===== config.mk =====
export PLATFORM = sky130hd
export DESIGN_NAME = percent_escape_codec16
export DESIGN_NICKNAME = d
export VERILOG_FILES = /design/src/design/pec_pkg.sv /design/src/design/pec_front.sv /design/src/design/pec_queue.sv /design/src/design/pec_back.sv /design/src/design/percent_escape_codec16.sv
export SDC_FILE = /design/constraint.sdc
export NUM_CORES = 1
export LEC_CHECK = 0
export ABC_AREA = 1
export BUFFER_PORTS_ARGS = -buffer_cell sky130_fd_sc_hd__buf_2
export CORE_ASPECT_RATIO = 0.6
export CORE_MARGIN = 10
export CORE_UTILIZATION = 35
export DETAILED_ROUTE_END_ITERATION = 7
export SLEW_MARGIN = 5
export SYNTH_ARGS = -nofsm -noshare
export SYNTH_HDL_FRONTEND = slang
export SYNTH_SLANG_ARGS = --single-unit

===== constraint.sdc =====
create_clock -name clk -period 3.8 [get_ports clk]
set_clock_uncertainty 0.05 [all_clocks]
set_input_delay 0.19 -clock clk [delete_from_list [all_inputs] [get_ports clk]]
set_output_delay 0.19 -clock clk [all_outputs]
set_load 0.01 [all_outputs]

===== src/design/pec_pkg.sv =====
package pec_pkg;

    // percent sign, the escape marker
    localparam logic [15:0] PERCENT = 16'h0025;

    // number of hex digits in one escape
    localparam int unsigned ESC_DIGITS = 4;

    // depth of the command queue between front and back
    localparam int unsigned QUEUE_DEPTH = 2;
    localparam int unsigned QPTR_W      = $clog2(QUEUE_DEPTH);
    localparam int unsigned QCNT_W      = $clog2(QUEUE_DEPTH + 1);

    // configuration register indexes
    localparam logic REG_DIRECTION = 1'b0;

    // direction codes
    localparam logic DIR_ENCODE = 1'b0;
    localparam logic DIR_DECODE = 1'b1;

    // safe set below 0x80, bit n set means unit n passes unchanged
    localparam logic [127:0] SAFE_SET =
        128'h6FFFFFFE_2FFFFFFE_23FF4001_00000000;

    // one command for the back end
    typedef struct packed {
        logic        escape;   // 1: emit '%' and four hex digits
        logic [15:0] value;
    } cmd_t;

    function automatic logic is_safe(input logic [15:0] u);
        logic r;
        r = 1'b0;
        if (u[15:7] == 9'd0)
        begin
            r = SAFE_SET[u[6:0]];
        end
        return r;
    endfunction

    // lowercase ascii hex digit of a nibble
    function automatic logic [7:0] hex_char(input logic [3:0] nib);
        logic [7:0] r;
        if (nib < 4'd10)
        begin
            r = 8'h30 + {4'd0, nib};
        end
        else
        begin
            r = 8'h61 + {4'd0, nib} - 8'd10;
        end
        return r;
    endfunction

    // hex value of a unit, bit 4 set when the unit is no hex digit
    function automatic logic [4:0] hex_value(input logic [15:0] u);
        logic [4:0] r;
        r = 5'h10;
        if (u >= 16'h0030 && u <= 16'h0039)
        begin
            r = {1'b0, 4'(u - 16'h0030)};
        end
        else if (u >= 16'h0061 && u <= 16'h0066)
        begin
            r = {1'b0, 4'(u - 16'h0061 + 16'd10)};
        end
        else if (u >= 16'h0041 && u <= 16'h0046)
        begin
            r = {1'b0, 4'(u - 16'h0041 + 16'd10)};
        end
        return r;
    endfunction

endpackage


===== src/design/pec_front.sv =====
module pec_front (
    input  logic              clk,
    input  logic              rst_n,
    input  logic              direction,
    input  logic              esc_clear,
    input  logic              in_valid,
    output logic              in_ready,
    input  logic [15:0]       in_unit,
    input  logic              q_full,
    output logic              q_push,
    output pec_pkg::cmd_t     q_cmd
);
    import pec_pkg::*;

    logic [2:0]  digits_reg, digits_next;
    logic [15:0] value_reg, value_next;
    logic        bad_reg, bad_next;

    logic        accept;
    logic [4:0]  dval;
    logic        bad_acc;
    logic [15:0] value_acc;

    assign in_ready = !q_full;
    assign accept   = in_valid && in_ready;

    // digit collection for the open escape
    assign dval      = hex_value(in_unit);
    assign bad_acc   = bad_reg | dval[4];
    assign value_acc = dval[4] ? value_reg : {value_reg[11:0], dval[3:0]};

    // classify the accepted word
    always_comb
    begin
        digits_next   = digits_reg;
        value_next    = value_reg;
        bad_next      = bad_reg;
        q_push        = 1'b0;
        q_cmd.escape  = 1'b0;
        q_cmd.value   = in_unit;
        if (esc_clear)
        begin
            digits_next = 3'd0;
            value_next  = 16'd0;
            bad_next    = 1'b0;
        end
        else if (accept)
        begin
            if (direction == DIR_ENCODE)
            begin
                q_push       = 1'b1;
                q_cmd.escape = !is_safe(in_unit);
            end
            else if (digits_reg == 3'd0)
            begin
                if (in_unit == PERCENT)
                begin
                    digits_next = 3'd1;
                    value_next  = 16'd0;
                    bad_next    = 1'b0;
                end
                else
                begin
                    q_push = 1'b1;
                end
            end
            else if (digits_reg == 3'(ESC_DIGITS))
            begin
                q_push      = 1'b1;
                q_cmd.value = bad_acc ? 16'd0 : value_acc;
                digits_next = 3'd0;
                value_next  = 16'd0;
                bad_next    = 1'b0;
            end
            else
            begin
                digits_next = digits_reg + 3'd1;
                value_next  = value_acc;
                bad_next    = bad_acc;
            end
        end
    end

    // escape state
    always_ff @(posedge clk or negedge rst_n)
    begin
        if (!rst_n)
        begin
            digits_reg <= 3'd0;
            value_reg  <= 16'd0;
            bad_reg    <= 1'b0;
        end
        else
        begin
            digits_reg <= digits_next;
            value_reg  <= value_next;
            bad_reg    <= bad_next;
        end
    end

endmodule


===== src/design/pec_queue.sv =====
module pec_queue (
    input  logic              clk,
    input  logic              rst_n,
    input  logic              push,
    input  pec_pkg::cmd_t     push_cmd,
    output logic              full,
    input  logic              pop,
    output logic              empty,
    output pec_pkg::cmd_t     head
);
    import pec_pkg::*;

    cmd_t              entry_reg [QUEUE_DEPTH];
    logic [QPTR_W-1:0] wr_ptr_reg, wr_ptr_next;
    logic [QPTR_W-1:0] rd_ptr_reg, rd_ptr_next;
    logic [QCNT_W-1:0] count_reg, count_next;

    assign full  = (count_reg == QCNT_W'(QUEUE_DEPTH));
    assign empty = (count_reg == '0);
    assign head  = entry_reg[rd_ptr_reg];

    // pointer and fill count update
    always_comb
    begin
        wr_ptr_next = wr_ptr_reg;
        rd_ptr_next = rd_ptr_reg;
        count_next  = count_reg;
        if (push)
        begin
            wr_ptr_next = (wr_ptr_reg == QPTR_W'(QUEUE_DEPTH - 1)) ? '0 : wr_ptr_reg + 1'b1;
        end
        if (pop)
        begin
            rd_ptr_next = (rd_ptr_reg == QPTR_W'(QUEUE_DEPTH - 1)) ? '0 : rd_ptr_reg + 1'b1;
        end
        if (push && !pop)
        begin
            count_next = count_reg + 1'b1;
        end
        else if (pop && !push)
        begin
            count_next = count_reg - 1'b1;
        end
    end

    always_ff @(posedge clk or negedge rst_n)
    begin
        if (!rst_n)
        begin
            wr_ptr_reg <= '0;
            rd_ptr_reg <= '0;
            count_reg  <= '0;
        end
        else
        begin
            wr_ptr_reg <= wr_ptr_next;
            rd_ptr_reg <= rd_ptr_next;
            count_reg  <= count_next;
        end
    end

    // entry storage
    always_ff @(posedge clk)
    begin
        if (push)
        begin
            entry_reg[wr_ptr_reg] <= push_cmd;
        end
    end

endmodule


===== src/design/pec_back.sv =====
module pec_back (
    input  logic              clk,
    input  logic              rst_n,
    input  logic              q_empty,
    input  pec_pkg::cmd_t     q_head,
    output logic              q_pop,
    output logic              out_valid,
    input  logic              out_ready,
    output logic [15:0]       out_unit,
    output logic              out_last
);
    import pec_pkg::*;

    cmd_t       cmd_reg, cmd_next;
    logic [2:0] step_reg, step_next;
    logic       busy_reg, busy_next;
    logic [3:0] nib;

    assign out_valid = busy_reg;

    // current word from the command and step
    always_comb
    begin
        unique case (step_reg)
            3'd1:    nib = cmd_reg.value[15:12];
            3'd2:    nib = cmd_reg.value[11:8];
            3'd3:    nib = cmd_reg.value[7:4];
            default: nib = cmd_reg.value[3:0];
        endcase
        if (!cmd_reg.escape)
        begin
            out_unit = cmd_reg.value;
            out_last = 1'b1;
        end
        else if (step_reg == 3'd0)
        begin
            out_unit = PERCENT;
            out_last = 1'b0;
        end
        else
        begin
            out_unit = {8'd0, hex_char(nib)};
            out_last = (step_reg == 3'(ESC_DIGITS));
        end
    end

    // step through the command, load the next one when done
    always_comb
    begin
        cmd_next  = cmd_reg;
        step_next = step_reg;
        busy_next = busy_reg;
        q_pop     = 1'b0;
        if (!busy_reg || (out_ready && out_last))
        begin
            q_pop     = !q_empty;
            busy_next = !q_empty;
            cmd_next  = q_head;
            step_next = 3'd0;
        end
        else if (out_ready)
        begin
            step_next = step_reg + 3'd1;
        end
    end

    always_ff @(posedge clk or negedge rst_n)
    begin
        if (!rst_n)
        begin
            busy_reg <= 1'b0;
            step_reg <= 3'd0;
        end
        else
        begin
            busy_reg <= busy_next;
            step_reg <= step_next;
        end
    end

    always_ff @(posedge clk)
    begin
        cmd_reg <= cmd_next;
    end

endmodule


===== src/design/percent_escape_codec16.sv =====
// channel   direction  contents
// s_axis    in         tdata[15:0] code_unit
// m_axis    out        tdata[15:0] out_unit, tlast = last
// apb       in/out     register 0 at 0x0: direction (0 encode, 1 decode)
//
// a safe or decoded word is queued and then registered in the back end, leaving
// one word a cycle while m_axis_tready is high; an escaped word yields five output
// words, which the output stage steps through digit by digit before its next word
// a two-entry command queue lets input keep flowing while output is stalled, until both entries are full
// rst_n clears direction, the open escape and all queued words
module percent_escape_codec16 (
    input  logic        clk,
    input  logic        rst_n,
    input  logic        s_axis_tvalid,
    output logic        s_axis_tready,
    input  logic [15:0] s_axis_tdata,   // [15:0] code_unit
    output logic        m_axis_tvalid,
    input  logic        m_axis_tready,
    output logic [15:0] m_axis_tdata,   // [15:0] out_unit
    output logic        m_axis_tlast,
    input  logic        psel,
    input  logic        penable,
    input  logic        pwrite,
    input  logic [2:0]  paddr,
    input  logic [31:0] pwdata,
    output logic [31:0] prdata,
    output logic        pready
);
    import pec_pkg::*;

    logic direction_reg;
    logic cfg_write;
    logic dir_write;
    logic q_push, q_pop, q_full, q_empty;
    cmd_t q_cmd, q_head;

    // register access
    assign pready    = 1'b1;
    assign cfg_write = psel && penable && pwrite && pready;
    assign dir_write = cfg_write && (paddr[2] == REG_DIRECTION);
    assign prdata    = (paddr[2] == REG_DIRECTION) ? {31'd0, direction_reg} : 32'd0;

    always_ff @(posedge clk or negedge rst_n)
    begin
        if (!rst_n)
        begin
            direction_reg <= DIR_ENCODE;
        end
        else if (dir_write)
        begin
            direction_reg <= pwdata[0];
        end
    end

    pec_front u_front (
        .clk       (clk),
        .rst_n     (rst_n),
        .direction (direction_reg),
        .esc_clear (dir_write),
        .in_valid  (s_axis_tvalid),
        .in_ready  (s_axis_tready),
        .in_unit   (s_axis_tdata),
        .q_full    (q_full),
        .q_push    (q_push),
        .q_cmd     (q_cmd)
    );

    pec_queue u_queue (
        .clk      (clk),
        .rst_n    (rst_n),
        .push     (q_push),
        .push_cmd (q_cmd),
        .full     (q_full),
        .pop      (q_pop),
        .empty    (q_empty),
        .head     (q_head)
    );

    pec_back u_back (
        .clk       (clk),
        .rst_n     (rst_n),
        .q_empty   (q_empty),
        .q_head    (q_head),
        .q_pop     (q_pop),
        .out_valid (m_axis_tvalid),
        .out_ready (m_axis_tready),
        .out_unit  (m_axis_tdata),
        .out_last  (m_axis_tlast)
    );

endmodule

Word-level counts from Yosys, hierarchy flattened. Memory sizes are Yosys's and may differ from the RTL's. A register that Yosys moved wholly into a read port is not among the register bits. Index checks and enable logic that the tools add are counted. W data, S select, Z words.

Register bits: 29. Memory bits (writable): 34. ROM bits: 128. Output and inout port bits: 52. Memories: 2.

Memories: (no name shown) (words 128, width 1, rd ports 1, clocked after Yosys merged registers in 0, write ports 0, RTL line pec_pkg.sv:36) `r = SAFE_SET[u[6:0]];`; u_queue.entry_reg (words 2, width 17, rd ports 1, clocked after Yosys merged registers in 1, write ports 1, RTL line pec_queue.sv:13) `cmd_t entry_reg [QUEUE_DEPTH];`.

$add $sub $neg: 14. Order comparisons: 8. Equality and inequality tests: 8. Multiplexer cells: 56. Bitwise operators: 2. Reductions and logical operators: 26.

Operator list (number): $mux W16 (12); $mux W17 (2); $ge A16 B7 Y1 const B (2); $le A16 B7 Y1 const B (2); $mux W1 (26); $mux W3 (8); $eq A16 B6 Y1 const B (1); $ge A16 B6 Y1 const B (1); $le A16 B6 Y1 const B (1); $mux W8 (2); $mux W5 (3); $pmux W4 S3 (1); $sub A4 B1 Y4 const B (3); $logic_and A1 B1 Y1 (10); $logic_not A9 Y1 (1); $add A4 B4 Y4 const B (2); $add A7 B4 Y8 const A (1); $lt A7 B8 Y1 const B (1); $reduce_bool A2 Y1 (4); $sub A8 B4 Y8 const B (1); $add A6 B4 Y7 const A (1); $add A3 B1 Y3 const B (2); $eq A3 B2 Y1 const B (2); $eq A3 B3 Y1 const B (2); other kinds (15) (23).

Logic depth before layout (Yosys ltp). Gate-level depths: netlist (run 1).

Depth after elaboration: 12. Depth in mapped cells: 14.

Modules after synthesis. Synthesis (run 1) repeated with hierarchy kept, for this count alone.

Cell total of the unflattened synthesis: 578. Area total of the unflattened synthesis: 4996.0 um2.

Modules (own cells, without submodules): pec_front (instances 1, cells an instance 318, area an instance 2018.2 um2, seq. area each 500.5 um2); pec_queue (instances 1, cells an instance 78, area an instance 1483.9 um2, seq. area each 1121.1 um2); pec_back (instances 1, cells an instance 136, area an instance 1176.1 um2, seq. area each 610.6 um2); percent_escape_codec16 (instances 1, cells an instance 46, area an instance 317.8 um2, seq. area each 25.0 um2).

Worst setup path before layout (run 1). OpenSTA, ideal clock, no wires.

Kind: reg-to-reg. Start: register u_back.step_reg[0]. End: register u_queue.count_reg[1]. Library setup time: 124 ps. Data arrival time: 3296 ps. Required time: 3626 ps. Slack: 329 ps. Cell stages (with the launch flop): 10. Period minus slack after synthesis: 3471 ps. Cell sequence: dfrtp_1 inv_1 ha_1 a21oi_1 o21ai_0 o21ai_0 ha_1 a21oi_1 o21ai_0 xnor2_1.

Word-level cells in the longest chain between the ends: 9.

RTL lines: start, declared (RTL line pec_back.sv:15) `logic [2:0] step_reg, step_next;`; start signal, assigned (RTL line pec_back.sv:77) `step_reg <= step_next;`; $eq A3 B3 Y1 or $logic_not A3 Y1 (tied branches) (RTL line pec_back.sv:43, pec_back.sv:35); $mux W1 (*) (RTL line pec_back.sv:35) `else if (step_reg == 3'd0)`; $mux W1 (*) (RTL line pec_back.sv:30) `if (!cmd_reg.escape)`; $logic_and A1 B1 Y1 (*) (RTL line pec_back.sv:54) `if (!busy_reg || (out_ready && out_last))`; $logic_or A1 B1 Y1 (*) (RTL line pec_back.sv:54); $mux W1 (*) (RTL line pec_back.sv:54); $logic_not A1 Y1 (RTL line pec_queue.sv:36) `if (push && !pop)`; $logic_and A1 B1 Y1 (RTL line pec_queue.sv:36); $mux W2 or $reduce_bool A2 Y1 (tied branches); end signal, assigned (RTL line pec_queue.sv:58) `count_reg <= count_next;`; end, declared (RTL line pec_queue.sv:16) `logic [QCNT_W-1:0] count_reg, count_next;`.

Every way passes the cells marked *; elsewhere a longest branch is shown, timed or not. A chain may end at the register's enable or synchronous reset.

Final worst setup path (run 1).
Start: register u_back.step_reg[0]. End: output m_axis_tdata[2].

Word-level cells in the longest chain between the ends: 7.

RTL lines: $eq A3 B2 Y1 or $eq A3 B1 Y1 (tied branches) (RTL line pec_back.sv:24) `unique case (step_reg)`; $pmux W4 S3 (RTL line pec_back.sv:24); $add A7 B4 Y8 (RTL line pec_pkg.sv:50) `r = 8'h61 + {4'd0, nib} - 8'd10;`; $sub A8 B4 Y8 (RTL line pec_pkg.sv:50); $mux W8 (RTL line pec_pkg.sv:44) `if (nib < 4'd10)`; $mux W8 (*) (RTL line pec_back.sv:35); $mux W16 (*) (RTL line pec_back.sv:30); end, declared (RTL line percent_escape_codec16.sv:19) `output logic [15:0] m_axis_tdata,`.

Marks and branches as above.

==> flow_summary.ini, run 1 <==
[synthesis]
synthTopCellsByArea = edfxtp_1 32%, nand2_1 16%, dfrtp_1 15%, buf_4 5.4%, nand3_1 4.7%
synth_flop_cell = edfxtp_1
ys_warn_count = 0
syn_avg_cell_area_sq_um = 8.15
synth.area.mux_share_pct = 0
synthesis.instances = 592
synth-simple-area-share_pct = 33.9
async_reset_ff_share_pct = 36.3
yosys.area.top_type = edfxtp_1
synth_compound_area_share_pct = 3.78
synth_edf_count = 51
ys_ff_latch = 80
synth_xor_area_share_pct = 0.544
yosysSeqAreaShare_pct = 46.8
synth_area_sq_um = 4830
synth_top_area_share_pct = 31.7
ys_types = 38
synthAdderAreaFrac_pct = 3.37
synth_top_family_by_area = simple AND/OR/NAND/NOR gates

[critical_path]
crit_required_ns = 3.56
startpoint = u_back.step_reg[0]
crit_chain = ha_1 > ha_1 > inv_1 > nand3_1 > o21ai_0 > ha_1 > inv_1 > nor2_1 > nand3_1 > a21oi_1 > buf_2
cp_max_fo = 7
slowest_delay_ns = 0.43
worstReg2RegStart = u_back.cmd_reg[16]
crit_top_cell = ha_1
critPathArrivalTime_ns = 2.85
end_kind = output port
crit_type = flip-flop to output port
critPathLaunchType = flip-flop
critPathSlowestCell = dfrtp_1

[floorplanning]
initial_core_util_pct = 35.5
dieArea_sq_um = 19000
ios = 110
die_h_microns = 111
core-area_sq_um = 13600
rows = 33
die_w_microns = 172

[timing]
period_share_pct = 81.4
setup_viol = 0
rsz0062_at_grt = no
worstMarginPinSlew_ns = 0.790
fin_crit_ns = 3.09
setup_tns_ns = 0
hold_viol = 0
max_freq_mhz = 323
setup_slack_ns = 0.706
slew_violations = 0
max_slew_margin_pct = 47.2

[drt]
wl_per_cell_microns = 14.5
firstDrtPassIters = 4
viasPerCell = 4.74
drtIter0Drc = 309
ant_nets = 0
vias = 3846
drc_errors = 0
wirelength_microns = 11800

[clock_tree]
cts_hold_buf = 1
cts_root_buf = clkbuf_16
cts_tree = yes
htree_num_levels = 3
cts_buffer_depth = 2
worstSkewPairLatency_ns = 0.33
post_cts_buffers = 0
path_clk_slew_ns = 0.06
numCtsBuffers = 9
cts_resized = 0
cts.sinks = 80

[global_route]
antenna_found_initial = 0
grt_pass1_vias = 3777
grt_pass1_wl_microns = 19200
grt_max_degree = 30
grt_usage_pct = 12.5
grt_overflow = 0

[pwr]
vdd_drop_max_v = 0.000279
p_total_w = 0.00356
powerDensity_nw_per_um2 = 665
p_leak_nw = 2.64

[hold_path]
hold_start = pwdata[0]
hold_path.class = input port to flip-flop

[placement]
pre_cts_ws_ns = 1.13
port_buffers = 44
hpwl_microns = 8870
place_congestion = 0.913

[run_status]
status = complete, no violations

[cells_and_area]
most-common-layout-cells = 210 x nand2_1, 51 x edfxtp_1, 46 x nor2_1, 45 x nand3_1, 44 x buf_2
layout_commonest_cell = nand2_1
largest_reg_flops = 34
area_growth_pct = 11.0
antenna_cells = 0
drive_gt1_share_pct = 15.1
final_nets = 702

[run]
maxCapViolCount = 0
## report_power, final
group	switching, W	internal [W]
logic	0.000836	0.000414
registers	0.000168	0.00125
clock network	0.000324	0.000575
total	0.00133	0.00223
## cell families after synthesis
| kind of cell | Yosys count |
|---|---|
| and+or+nand+nor | 360 |
| buffers and inverters | 99 |
| DFF | 80 |
| AOI/OAI and AO/OA | 35 |
| adders and majority gates | 13 |
| xor gates and xnor gates | 3 |
| other | 2 |
## per-stage QoR
step | cell area (sq um) | cells | hold WS [ns] | utilization [%]
after floorplan | 4940 | 622 | -0.156 | -
after global placement | 5030 | 794 | 0.226 | 37.1
after detailed placement | 5030 | 794 | 0.229 | 37.1
after CTS | 5360 | 811 | 0.0204 | 39.4
after global routing | 5360 | 811 | 0.0147 | 39.4
final | 5360 | 811 | 0.0246 | 39.4
## cell usage after synthesis (4+ instances only)
cell type and count:
a21oi_1 13, buf_4 35, buf_6 4, clkbuf_1 9, dfrtp_1 29, edfxtp_1 51, ha_1 13, inv_1 43
nand2_1 210, nand2_2 14, nand2_4 4, nand3_1 45, nand4_1 21, nor2_1 46, nor3_1 4, o21ai_0 15
## final cells by class
type | count | area (sq um)
well taps | 175 | 219
repair buffers | 48 | 253
clock buffers | 11 | 233
flip-flops and latches | 80 | 2260
clock inverters | 5 | 80.1
inverters | 49 | 188
fillers | 1378 | 8230
multi-input cells | 443 | 2130
## layer usage
layer | share of wire (%) | GRT usage [%] | routed length [microns]
met1 | 48 | 17.4 | 5670
met2 | 44 | 18.4 | 5130
met3 | 7.3 | 3.49 | 859
met4 | 0.98 | 3.75 | 115
met5 | 0 | 0 | 0
## path summary, 6_finish.rpt
| check | end | slack [ns] | cells after the start |
|---|---|---|---|
| max | m_axis_tdata[2] | 0.71 | 11 |
| min | direction_reg | 0.02 | 3 |
| max reg2reg | u_queue.count_reg[1] | 1.36 | 9 |
| min reg2reg | u_queue.count_reg[1] | 0.45 | 1 |
| max in group asynchronous | u_back.step_reg[0] | 2.85 | 2 |
| min in group asynchronous | u_front.value_reg[12] | 0.38 | 2 |
## critical path, delay by kind of cell (launching register included)
| family | cells | cell delay, ns |
|---|---|---|
| flip-flops | 1 | 0.43 |
| buffers and inverters | 3 | 0.32 |
| AO/OA/AOI/OAI | 2 | 0.59 |
| AND/OR/NAND/NOR | 3 | 0.47 |
| adder cells (fa/ha/maj) | 3 | 0.71 |
Note: power is estimated with default switching activity, not from simulation.
==> run 2: changes to the inputs <==
ABC_AREA = 0   (was 1)
clock period = 2.7 ns   (was 3.8 ns; I/O delays follow)
==> flow_summary.ini, run 2 <==
[timing]
setup_tns_ns = 0
fin_crit_ns = 2.68
period_share_pct = 99.4
worstMarginPinSlew_ns = 0.743
max_freq_mhz = 373
setup_slack_ns = 0.0174
hold_viol = 0
max_slew_margin_pct = 50.4
slew_violations = 0
setup_viol = 0
rsz0062_at_grt = yes

[placement]
place_inst = 560
place_congestion = 0.899
pre_cts_ws_ns = 0.0863
hpwl_microns = 7310
port_buffers = 44

[drt]
wirelength_microns = 9960
viasPerCell = 4.92
drtIter0Drc = 243
drc_errors = 0
firstDrtPassIters = 4
wl_per_cell_microns = 16.9
ant_nets = 0
vias = 2900

[synthesis]
synth_compound_area_share_pct = 16.2
synthTopCellsByCount = 51 x edfxtp_1, 32 x buf_4, 25 x dfrtp_1
synth_top_area_share_pct = 36.5
ys_warn_count = 0
syn_avg_cell_area_sq_um = 11.7
synth_xor_area_share_pct = 1.25
ys_types = 64
synthAdderAreaFrac_pct = 3.88
synth_area_sq_um = 4190
synth.area.mux_share_pct = 5.79
yosysSeqAreaShare_pct = 51.4
synth-simple-area-share_pct = 13.0
synth_edf_count = 51
synth_top_family_by_area = compound AO/OA/AOI/OAI gates
async_reset_ff_share_pct = 32.9
ys_ff_latch = 76
yosys.area.top_type = edfxtp_1
synthTopCellsByArea = edfxtp_1 37%, dfrtp_1 15%, buf_4 5.7%, mux2_2 4.8%, ha_1 3.9%
yosysMostFrequentCell = edfxtp_1
synth_flop_cell = edfxtp_1
synthesis.instances = 360

[cells_and_area]
fillCellCount = 1095
final_nets = 495
largest_reg_flops = 34
utilization_pct = 44.2
multi_input_area_sq_um = 1930
antenna_cells = 0
layout_commonest_cell = edfxtp_1
area_growth_pct = 21.1
stdcell_count = 589
most-common-layout-cells = 51 x edfxtp_1, 43 x buf_2, 32 x conb_1, 23 x dfrtp_1, 22 x buf_4
drive_gt1_share_pct = 33.3
regArea_sq_um = 2160

[hold_path]
min_to = u_queue.entry_reg[0][8]
whs_path_depth = 2
hold_start = s_axis_tdata[8]
hold_path.class = input port to flip-flop

[clock_tree]
cts_tree = yes
cts_buffer_depth = 2
numCtsBuffers = 9
worstSkewPairLatency_ns = 0.33
htree_num_levels = 3
path_clk_slew_ns = 0.06
cts.sinks = 76
cts_root_buf = clkbuf_16

[floorplanning]
ios = 110
die_h_microns = 105
rows = 30
initial_core_util_pct = 36.5
dieArea_sq_um = 16900
die_w_microns = 161
core-area_sq_um = 11500

[critical_path]
crit_buf_inv = 2
critPathLaunchType = flip-flop
crit_family = compound AO/OA/AOI/OAI gates
critPathSlowestCell = dfrtp_2
worstReg2RegStart = u_back.step_reg[0]
r2r_cells = 12
cp_max_fo = 5
crit_chain = inv_2 > ha_4 > o21ba_4 > or2_4 > a31o_4 > ha_4 > and4b_1 > o32a_1 > buf_2
crit_top_cell = ha_4
crit_required_ns = 2.52
rrSetupSlack_ns = 0.17
slowest_delay_ns = 0.42
critPathArrivalTime_ns = 2.50
r2r_end = u_queue.count_reg[1]
crit_type = flip-flop to output port
end_kind = output port

[run_status]
status = complete, no violations

[global_route]
grt_pass1_vias = 2917
grt_pass1_wl_microns = 16000
grt_max_degree = 26
grt_overflow = 0
grt_usage_pct = 11.7
antenna_found_initial = 0

[pwr]
powerDensity_nw_per_um2 = 968
p_total_w = 0.00492
vdd_drop_max_v = 0.000456
p_leak_nw = 2.04

[run]
maxCapViolCount = 0
run 2: cell types whose count changed in the layout (fill, tap and decap cells not counted), sizes merged, moves of 5 or more:
| cell | change |
|---|---|
| nand3 | -43 |
| buf | +20 |
| a21o | +5 |
| inv | -35 |
| mux2 | +18 |
| nand3b | +5 |
| nand2 | -212 |
| a22o | +24 |
| nand4 | -17 |
| nor2b | +17 |
| nor2 | -36 |
run 2: how the worst max path moves through the flow:
stage | startpoint | end | slack [ns] | cells past startpoint
2_1_floorplan | u_back.step_reg[0] | u_queue.count_reg[1] | 0.17 | 11
3_3_place_gp | u_back.step_reg[0] | m_axis_tdata[2] | 0.13 | 8
3_5_place_dp | u_back.step_reg[1] | m_axis_tdata[2] | 0.09 | 9
4_1_cts | u_back.step_reg[1] | m_axis_tdata[2] | 0.009 | 10
5_1_grt | u_back.step_reg[1] | m_axis_tdata[2] | -0.06 | 9
6_report | u_back.step_reg[1] | m_axis_tdata[2] | 0.02 | 9
run 2: cells by family after synthesis:
group,after synthesis
adders and majority gates,13
AOI/OAI and AO/OA,90
other,2
and+or+nand+nor,93
muxes,22
xor gates and xnor gates,6
DFF,76
buffers and inverters,58
run 2: area by class of cell:
type	count	share of cell area, %
clock buffers	9	4.44
clock inverters	7	1.77
inverters	12	0.887
multi-input cells	256	38.1
flip-flops and latches	76	42.5
well taps	160	3.94
repair buffers	69	8.33
run 2: metal layers:
layer | vias up | track usage (%) | routed length (microns)
met5 | - | 0 | 0
met4 | 0 | 2.85 | 96
met3 | 8 | 4.66 | 757
met2 | 101 | 15.8 | 4030
met1 | 1378 | 16.8 | 5070
li1 | 1413 | - | -
run 2: report_power, final:
group | total, W | switching, W | internal (W)
Combinational | 0.00185 | 0.000964 | 0.000887
Clock | 0.00126 | 0.000451 | 0.000805
Sequential | 0.00181 | 0.000223 | 0.00159
run 2: metrics by stage:
| stage | hold WS (ns) | instance area, sq um |
|---|---|---|
| after floorplan | -0.211 | 4310 |
| after global placement | 0.125 | 4510 |
| after detailed placement | 0.133 | 4510 |
| after CTS | 0.128 | 4980 |
| after global routing | 0.148 | 5080 |
| final | 0.141 | 5080 |
run 2: repair_timing:
action	CTS	global route
setup buffers	6	5
hold buffers	2	0
resized for setup	20	17
endpoints found under the setup margin	4	6
endpoints found under the hold margin	26	0
pin swaps	5	12
==> run 3: changes to the inputs <==
SYNTH_HIERARCHICAL = 1   (was unset)
==> flow_summary.ini, run 3 <==
[critical_path]
crit_type = flip-flop to output port
crit_chain = ha_2 > ha_4 > a222oi_1 > nor2_1 > a21oi_2 > ha_2 > a21oi_1 > o32a_1 > buf_6
crit_top_cell = ha_2
critPathLaunchType = flip-flop
critPathArrivalTime_ns = 2.52
end_kind = output port
crit_required_ns = 2.52
cp_max_fo = 4
slowest_delay_ns = 0.42
critPathSlowestCell = dfrtp_1

[run]
maxCapViolCount = 0

[clock_tree]
cts_buffer_depth = 2
cts_tree = yes
cts.sinks = 76
path_clk_slew_ns = 0.06
htree_num_levels = 3
worstSkewPairLatency_ns = 0.34
cts_root_buf = clkbuf_16
numCtsBuffers = 9

[floorplanning]
initial_core_util_pct = 36.1
rows = 31
die_w_microns = 165
dieArea_sq_um = 17600
ios = 110
core-area_sq_um = 12200
die_h_microns = 107

[synthesis]
ys_types = 74
synth_top_area_share_pct = 34.9
synthTopCellsByCount = 51 x edfxtp_1, 33 x buf_4, 25 x dfrtp_1
yosysSeqAreaShare_pct = 49.1
synthTopCellsByArea = edfxtp_1 35%, dfrtp_1 14%, buf_4 5.6%, a22o_1 4.2%, ha_1 3.7%
ys_ff_latch = 76
async_reset_ff_share_pct = 32.9
synth_edf_count = 51
syn_avg_cell_area_sq_um = 12.1
synthesis.instances = 363
synth_flop_cell = edfxtp_1
ys_warn_count = 6
yosys.area.top_type = edfxtp_1
synth_area_sq_um = 4390
yosysMostFrequentCell = edfxtp_1

[global_route]
grt_usage_pct = 11.1
grt_pass1_wl_microns = 15400
antenna_found_initial = 0
grt_max_degree = 26
grt_pass1_vias = 2842
grt_overflow = 0

[timing]
worstMarginPinSlew_ns = 0.820
hold_viol = 0
setup_tns_ns = -0.00117
max_freq_mhz = 370
rsz0062_at_grt = yes
setup_slack_ns = -0.00117
max_slew_margin_pct = 45.3
setup_viol = 1
slew_violations = 0
fin_crit_ns = 2.70
hold_ws_ns = 0.114
period_share_pct = 100

[drt]
drtIter0Drc = 239
viasPerCell = 4.96
firstDrtPassIters = 4
drc_errors = 0
wl_per_cell_microns = 16.6
wirelength_microns = 9850
vias = 2948
ant_nets = 0

[pwr]
seqPwrFrac_pct = 37.3
powerDensity_nw_per_um2 = 951
vdd_drop_max_v = 0.000333
p_leak_nw = 2.06
comb_power_share_pct = 37.3
intPower_w = 0.00317
power_frac_clock_pct = 25.3
p_switching_w = 0.00168
swShare_pct = 34.7

[cells_and_area]
design_area_sq_um = 5100
area_growth_pct = 16.1
antenna_cells = 0
drive_gt1_share_pct = 30.8
layout_commonest_cell = edfxtp_1
most-common-layout-cells = 51 x edfxtp_1, 43 x buf_2, 32 x conb_1, 23 x dfrtp_1, 21 x a22o_1
stdcell_count = 594
final_nets = 495
largest_reg_flops = 34

[placement]
place_congestion = 0.877
place_inst = 571
port_buffers = 44
place_area_sq_um = 4690
hpwl_microns = 7460
pre_cts_ws_ns = 0.205

[run_status]
failed_checks = setup timing
status = complete, but fails checks

[hold_path]
hold_path.class = input port to flip-flop
[run 3: cell types whose count changed in the layout (fill, tap and decap cells not counted), moves of 4 or more]
cell and delta:
inv_1 +5, nand4_1 +4, buf_4 -5, ha_4 -4, mux2_4 +10, mux2_2 -10
o2bb2ai_1 +4
[run 3: metrics by stage]
step	util, %	power, W
floorplan	-	0.00306
global placement	38.5	0.00347
detailed placement	38.5	0.00351
CTS	41.6	0.00482
global route	41.9	0.00517
finish	41.9	0.00485
[run 3: per-layer routing]
layer | track usage (%) | share of wire, %
met5 | 0 | 0
met4 | 2.64 | 0.43
met3 | 4.20 | 6.9
met2 | 15.1 | 42
met1 | 15.9 | 50
[run 3: final timing paths]
path	cells past startpoint	from	slack, ns	end
worst max-delay path	9	u_back/step_reg[0]	-0.001	m_axis_tdata[2]
min in group asynchronous	2	rst_n	0.28	u_front/value_reg[0]
worst max register to register	6	u_queue/count_reg[1]	0.23	u_queue/entry_reg[1][12]
worst min register to register	1	u_queue/count_reg[1]	0.45	u_queue/count_reg[1]
worst min-delay path	3	m_axis_tready	0.11	u_back/step_reg[0]
max in group asynchronous	2	rst_n	1.88	u_back/step_reg[2]
[run 3: worst max-delay path: cells and delay by family, from the launching register on]
kind | cells | cell delay (ns)
adder cells (fa/ha/maj) | 3 | 0.59
buffers and inverters | 1 | 0.13
AND/OR/NAND/NOR | 1 | 0.10
AO/OA/AOI/OAI | 4 | 0.95
flip-flops | 1 | 0.42
[run 3: repair_timing]
item | in CTS | in global routing
buffers inserted | 3 | 2
setup endpoints to repair | 4 | 4
hold buffers | 2 | 0
gates cloned | 0 | 0
hold endpoints to repair | 26 | 0
resized for setup | 8 | 4
pin swaps | 5 | 4
[run 3: cells by family after synthesis]
| family | count (synthesis) | share of synthesized area [%] |
|---|---|---|
| AOI/OAI and AO/OA | 93 | 16.8 |
| xor gates and xnor gates | 6 | 1.20 |
| adders and majority gates | 13 | 3.70 |
| buffers and inverters | 59 | 8.97 |
| DFF | 76 | 49.1 |
| muxes | 21 | 6.44 |
| other | 2 | 0.171 |
| and+or+nand+nor | 93 | 13.6 |
[run 3: power groups by stage]
stage	clock, W	sequential, W	combinational (W)
detailed placement	0	0.00183	0.00168
global route	0.00132	0.00185	0.00201
floorplan	0	0.00176	0.00130
CTS	0.00127	0.00181	0.00175
finish	0.00123	0.00181	0.00181
global placement	0	0.00182	0.00165
[run 3: layout make-up]
type	count	area, sq um
flip-flops and latches	76	2160
multi-input cells	258	1990
inverters	16	60.1
clock buffers	9	225
repair buffers	63	374
fillers	1147	7080
clock inverters	7	83.8
well taps	165	206
